==> src/hdl/bpt_pkg.sv <==
// Shared types, widths and helpers for the barycentric point-in-triangle block.
// Depends on nothing.
package bpt_pkg;

  localparam int COORD_BITS       = 32;
  localparam int WEIGHT_FRAC_BITS = 24;
  localparam int Q_W              = 32;
  localparam int THR_W            = 25;
  localparam int PROD_W           = 2 * COORD_BITS;
  localparam int MINOR_W          = PROD_W + 2;
  localparam int LO_W             = COORD_BITS;
  localparam int HI_W             = MINOR_W - LO_W;
  localparam int PH_W             = HI_W + COORD_BITS;
  localparam int PL_W             = LO_W + 1 + COORD_BITS;
  localparam int DET_W            = 3 * COORD_BITS + 2;
  localparam int MAG_W            = DET_W - 1;
  localparam int REM_W            = MAG_W + Q_W + 1;
  localparam int DET_LAT          = 5;
  localparam int DIV_LAT          = Q_W + 1;
  localparam int RESULT_LAT       = DET_LAT + Q_W + 4;

  typedef logic signed [COORD_BITS-1:0] coord_t;
  typedef logic [MAG_W-1:0] mag_t;

  typedef struct packed {
    coord_t x;
    coord_t y;
    coord_t z;
  } vec_t;

  typedef struct packed {
    mag_t           den_mag;
    mag_t [2:0]     num_mag;
    logic [2:0]     num_neg;
    logic           degen;
  } item_t;

  // Clamp the raw quotient to the signed range, apply the dead zone, restore the sign.
  function automatic logic [Q_W-1:0] fix_weight(input logic [Q_W-1:0] q, input logic sat,
                                                input logic neg, input logic [THR_W-1:0] thr);
    logic [Q_W-1:0] lim;
    logic [Q_W-1:0] mag;
    lim = neg ? {1'b1, {(Q_W-1){1'b0}}} : {1'b0, {(Q_W-1){1'b1}}};
    mag = (sat || (q > lim)) ? lim : q;
    if (mag < Q_W'(thr)) mag = '0;
    return neg ? (~mag + 1'b1) : mag;
  endfunction

endpackage

==> src/hdl/bpt_fifo.sv <==
// Two-entry queue between the determinant front end and the divider back end.
// Depends on bpt_pkg.
module bpt_fifo (
  input  logic             clk_i,
  input  logic             rst_ni,
  input  logic             push_i,
  input  bpt_pkg::item_t   wdata_i,
  input  logic             pop_i,
  output bpt_pkg::item_t   rdata_o,
  output logic             empty_o,
  output logic             full_o
);
  import bpt_pkg::*;

  item_t       mem_q [2];
  logic        wptr_q, rptr_q;
  logic [1:0]  cnt_q;
  logic        do_push, do_pop;

  assign empty_o = (cnt_q == 2'd0);
  assign full_o  = (cnt_q == 2'd2);
  assign do_push = push_i && !full_o;
  assign do_pop  = pop_i && !empty_o;
  assign rdata_o = mem_q[rptr_q];

  always_ff @(posedge clk_i or negedge rst_ni) begin
    if (!rst_ni) begin
      wptr_q <= 1'b0;
      rptr_q <= 1'b0;
      cnt_q  <= 2'd0;
    end else begin
      if (do_push) wptr_q <= ~wptr_q;
      if (do_pop)  rptr_q <= ~rptr_q;
      cnt_q <= cnt_q + 2'(do_push) - 2'(do_pop);
    end
  end

  always_ff @(posedge clk_i) begin
    if (do_push) mem_q[wptr_q] <= wdata_i;
  end

endmodule

==> config.mk <==
export PLATFORM = sky130hd
export DESIGN_NAME = bpt_fifo
export DESIGN_NICKNAME = d
export VERILOG_FILES = /design/src/hdl/bpt_pkg.sv /design/src/hdl/bpt_fifo.sv
export SDC_FILE = /design/constraint.sdc
export NUM_CORES = 1
export LEC_CHECK = 0
export BUFFER_PORTS_ARGS = -buffer_cell sky130_fd_sc_hd__buf_4
export CAP_MARGIN = 20
export CORE_AREA = 8 8 303 305
export DETAILED_ROUTE_END_ITERATION = 7
export DIE_AREA = 0 0 311 313
export PLACE_DENSITY = 0.65
export SLEW_MARGIN = 20
export SYNTH_ARGS = -nofsm -noshare
export SYNTH_HDL_FRONTEND = slang
export SYNTH_SLANG_ARGS = --single-unit
==> constraint.sdc <==
create_clock -name clk_i -period 21.6 [get_ports clk_i]
set_input_delay 2.16 -clock clk_i [delete_from_list [all_inputs] [get_ports clk_i]]
set_output_delay 2.16 -clock clk_i [all_outputs]
set_load 0.1 [all_outputs]
==> flow_metrics.env <==
export IMPL_die_w_um=311
export IMPL_clock_path_buffers=3
export IMPL_clkLatencyLatePin_ps=630
export IMPL_hold_viol=0
export IMPL_post_cts_buffers=0
export IMPL_yosysTopAreaCell="edfxtp_1"
export IMPL_io_pins=790
export IMPL_root_buffer="clkbuf_16"
export IMPL_synthDistinctLibCells=17
export IMPL_fin_cells=3333
export IMPL_min_period_over_period=0.331
export IMPL_crit_required_ps=19440
export IMPL_core_region_area_sq_um=87300
export IMPL_mostFrequentLayoutCells="buf_4, edfxtp_1, mux2_4"
export IMPL_final_common_cell="buf_4"
export IMPL_hpwl_um=54300
export IMPL_critPathSlowestCell="dfrtp_4"
export IMPL_antenna_found_initial=13
export IMPL_grt_pass1_vias=16100
export IMPL_fmax_ghz=0.140
export IMPL_worstMarginPinSlew_ps=1100
export IMPL_post_drt_via_cell_ratio=4.45
export IMPL_syn_nets=1636
export IMPL_initial_core_util=0.346
export IMPL_end_kind="output port"
export IMPL_rsz0062_at_grt="false"
export IMPL_via_count=14800
export IMPL_synth_top_cell_area_share=0.780
export IMPL_drc=0
export IMPL_syn_inst=1238
export IMPL_syn_area_per_cell_sq_um=24.4
export IMPL_crit_buf_inv=4
export IMPL_die_h_um=313
export IMPL_gp_congestion=0.811
export IMPL_min_path_type="reg -> reg"
export IMPL_finalSetupTns_ps=0
export IMPL_drive_gt1_frac=0.615
export IMPL_overflow=0
export IMPL_grt_first_pass_wirelength_um=106000
export IMPL_synth_area_top_cells="edfxtp_1, mux2_4, buf_8"
export IMPL_grtUsageTotal=0.144
export IMPL_cts_tree="yes"
export IMPL_setup_viol=0
export IMPL_row_count=109
export IMPL_relSlewSlack=0.265
export IMPL_synth_seq_cells=788
export IMPL_synth_warnings=0
export IMPL_cp_common_cell="buf_4"
export IMPL_cts_sinks=788
export IMPL_first_pass_iters=4
export IMPL_first_iter_violations=830
export IMPL_yosysSeqAreaShare=0.784
export IMPL_slew_viol_final=0
export IMPL_critPathTopFamily="buffers and inverters"
export IMPL_fillers=7469
export IMPL_wire_per_inst_um=22.2
export IMPL_max_cap_viol_count=0
export IMPL_clkSlewWorstSetupHoldPaths_ps=60
export IMPL_cts_buffers=84
export IMPL_cts_max_level=3
export IMPL_status="complete, no violations"
export IMPL_dpl_cell_count=3165
export IMPL_nets=2484
export IMPL_portBuffers=789
export IMPL_critPathMaxFanout=57
export IMPL_cp_arrival_ps=4990
export IMPL_crit_chain="buf_4 > buf_4 > buf_4 > mux2_4 > buf_4"
export IMPL_dieArea_sq_um=97300
export IMPL_drt_total_wl_um=74000
export IMPL_hold_buffers=0
export IMPL_fin_skew_ps=21.9
export IMPL_cp_start_kind="flip-flop"
export IMPL_area_growth_pct=32.2
export IMPL_cts_repair_resized=0
export IMPL_final_min_clock_period_ps=7150
export IMPL_grt_max_degree=130
export IMPL_ant_nets=0
export IMPL_synth_area_sq_um=30200
export IMPL_cpPeakStageDelay_ps=1030
export IMPL_critical_path_class="reg -> out"
[stage by stage]
| stage | utilization | instance area, sq um | hold slack [ps] | setup slack, ps |
|---|---|---|---|---|
| 2_1_floorplan | - | 30200 | 461 | 1970 |
| 3_3_place_gp | 0.425 | 37100 | 490 | 15140 |
| 4_1_cts | 0.456 | 39800 | 518 | 14360 |
| 3_5_place_dp | 0.425 | 37100 | 505 | 15070 |
| 6_report | 0.457 | 39900 | 507 | 14450 |
| 5_1_grt | 0.457 | 39900 | 556 | 14170 |
[registers in the layout (all words and copies together), names as in the netlist]
register  count
mem_q       784
cnt_q         2
rptr_q        1
wptr_q        1
[per-layer routing]
metal,GRT usage,up-vias,part of all wire
met3,0.0535,136,0.082
met2,0.257,622,0.53
met1,0.149,7395,0.35
met5,0,-,0
li1,-,6670,-
met4,0.0693,0,0.038
[kinds of logic (layout without fill, tap and decap cells)]
family,after synthesis,count (layout),share of synthesized area
muxes,392,392,0.192
DFF,788,788,0.784
adders and majority gates,2,2,0.000829
xor gates and xnor gates,4,4,0.00116
other,0,13,0
buffers and inverters,46,963,0.0209
and+or+nand+nor,6,6,0.000996
[Yosys cell counts]
master and count:
buf_12 3, and3_1 1, inv_1 2, mux2_2 22, buf_2 2, dfrtp_1 4, buf_6 9, nor2b_1 1
mux2_4 370, nor2_1 2, buf_8 30, edfxtp_1 784, nand2_1 1, nand2b_1 1, xnor2_1 3, xor2_1 1
ha_1 2
[final timing paths]
path                       cells past startpoint               start                     end  slack, ps
hold reg to reg                                1  cnt_q[1]$_DFF_PN0_      cnt_q[1]$_DFF_PN0_        510
hold / removal                                 1  cnt_q[1]$_DFF_PN0_      cnt_q[1]$_DFF_PN0_        510
setup / recovery                               5  rptr_q$_DFFE_PN0P_            rdata_o[113]      14450
setup reg to reg                               6  cnt_q[0]$_DFF_PN0_  mem_q[0][58]$_DFFE_PP_      17100
max in group asynchronous                      1              rst_ni      rptr_q$_DFFE_PN0P_      20160
min in group asynchronous                      1              rst_ni      wptr_q$_DFFE_PN0P_       1330
[area by class of cell]
type                            instances  area (sq um)  share of cell area
Multi-Input combinational cell        404          5910               0.148
Timing Repair Buffer                  806          6060               0.152
Clock buffer                           98          2200              0.0551
Tap cell                             1165          1460              0.0366
Sequential cell                       788         23600               0.593
Clock inverter                         57           557              0.0140
Inverter                                2          7.51            0.000188
Antenna cell                           13          32.5            0.000816
Power is left out: the tool's default activity adds up to more than one toggle a clock period on the data nets, which glitch-free logic cannot reach.
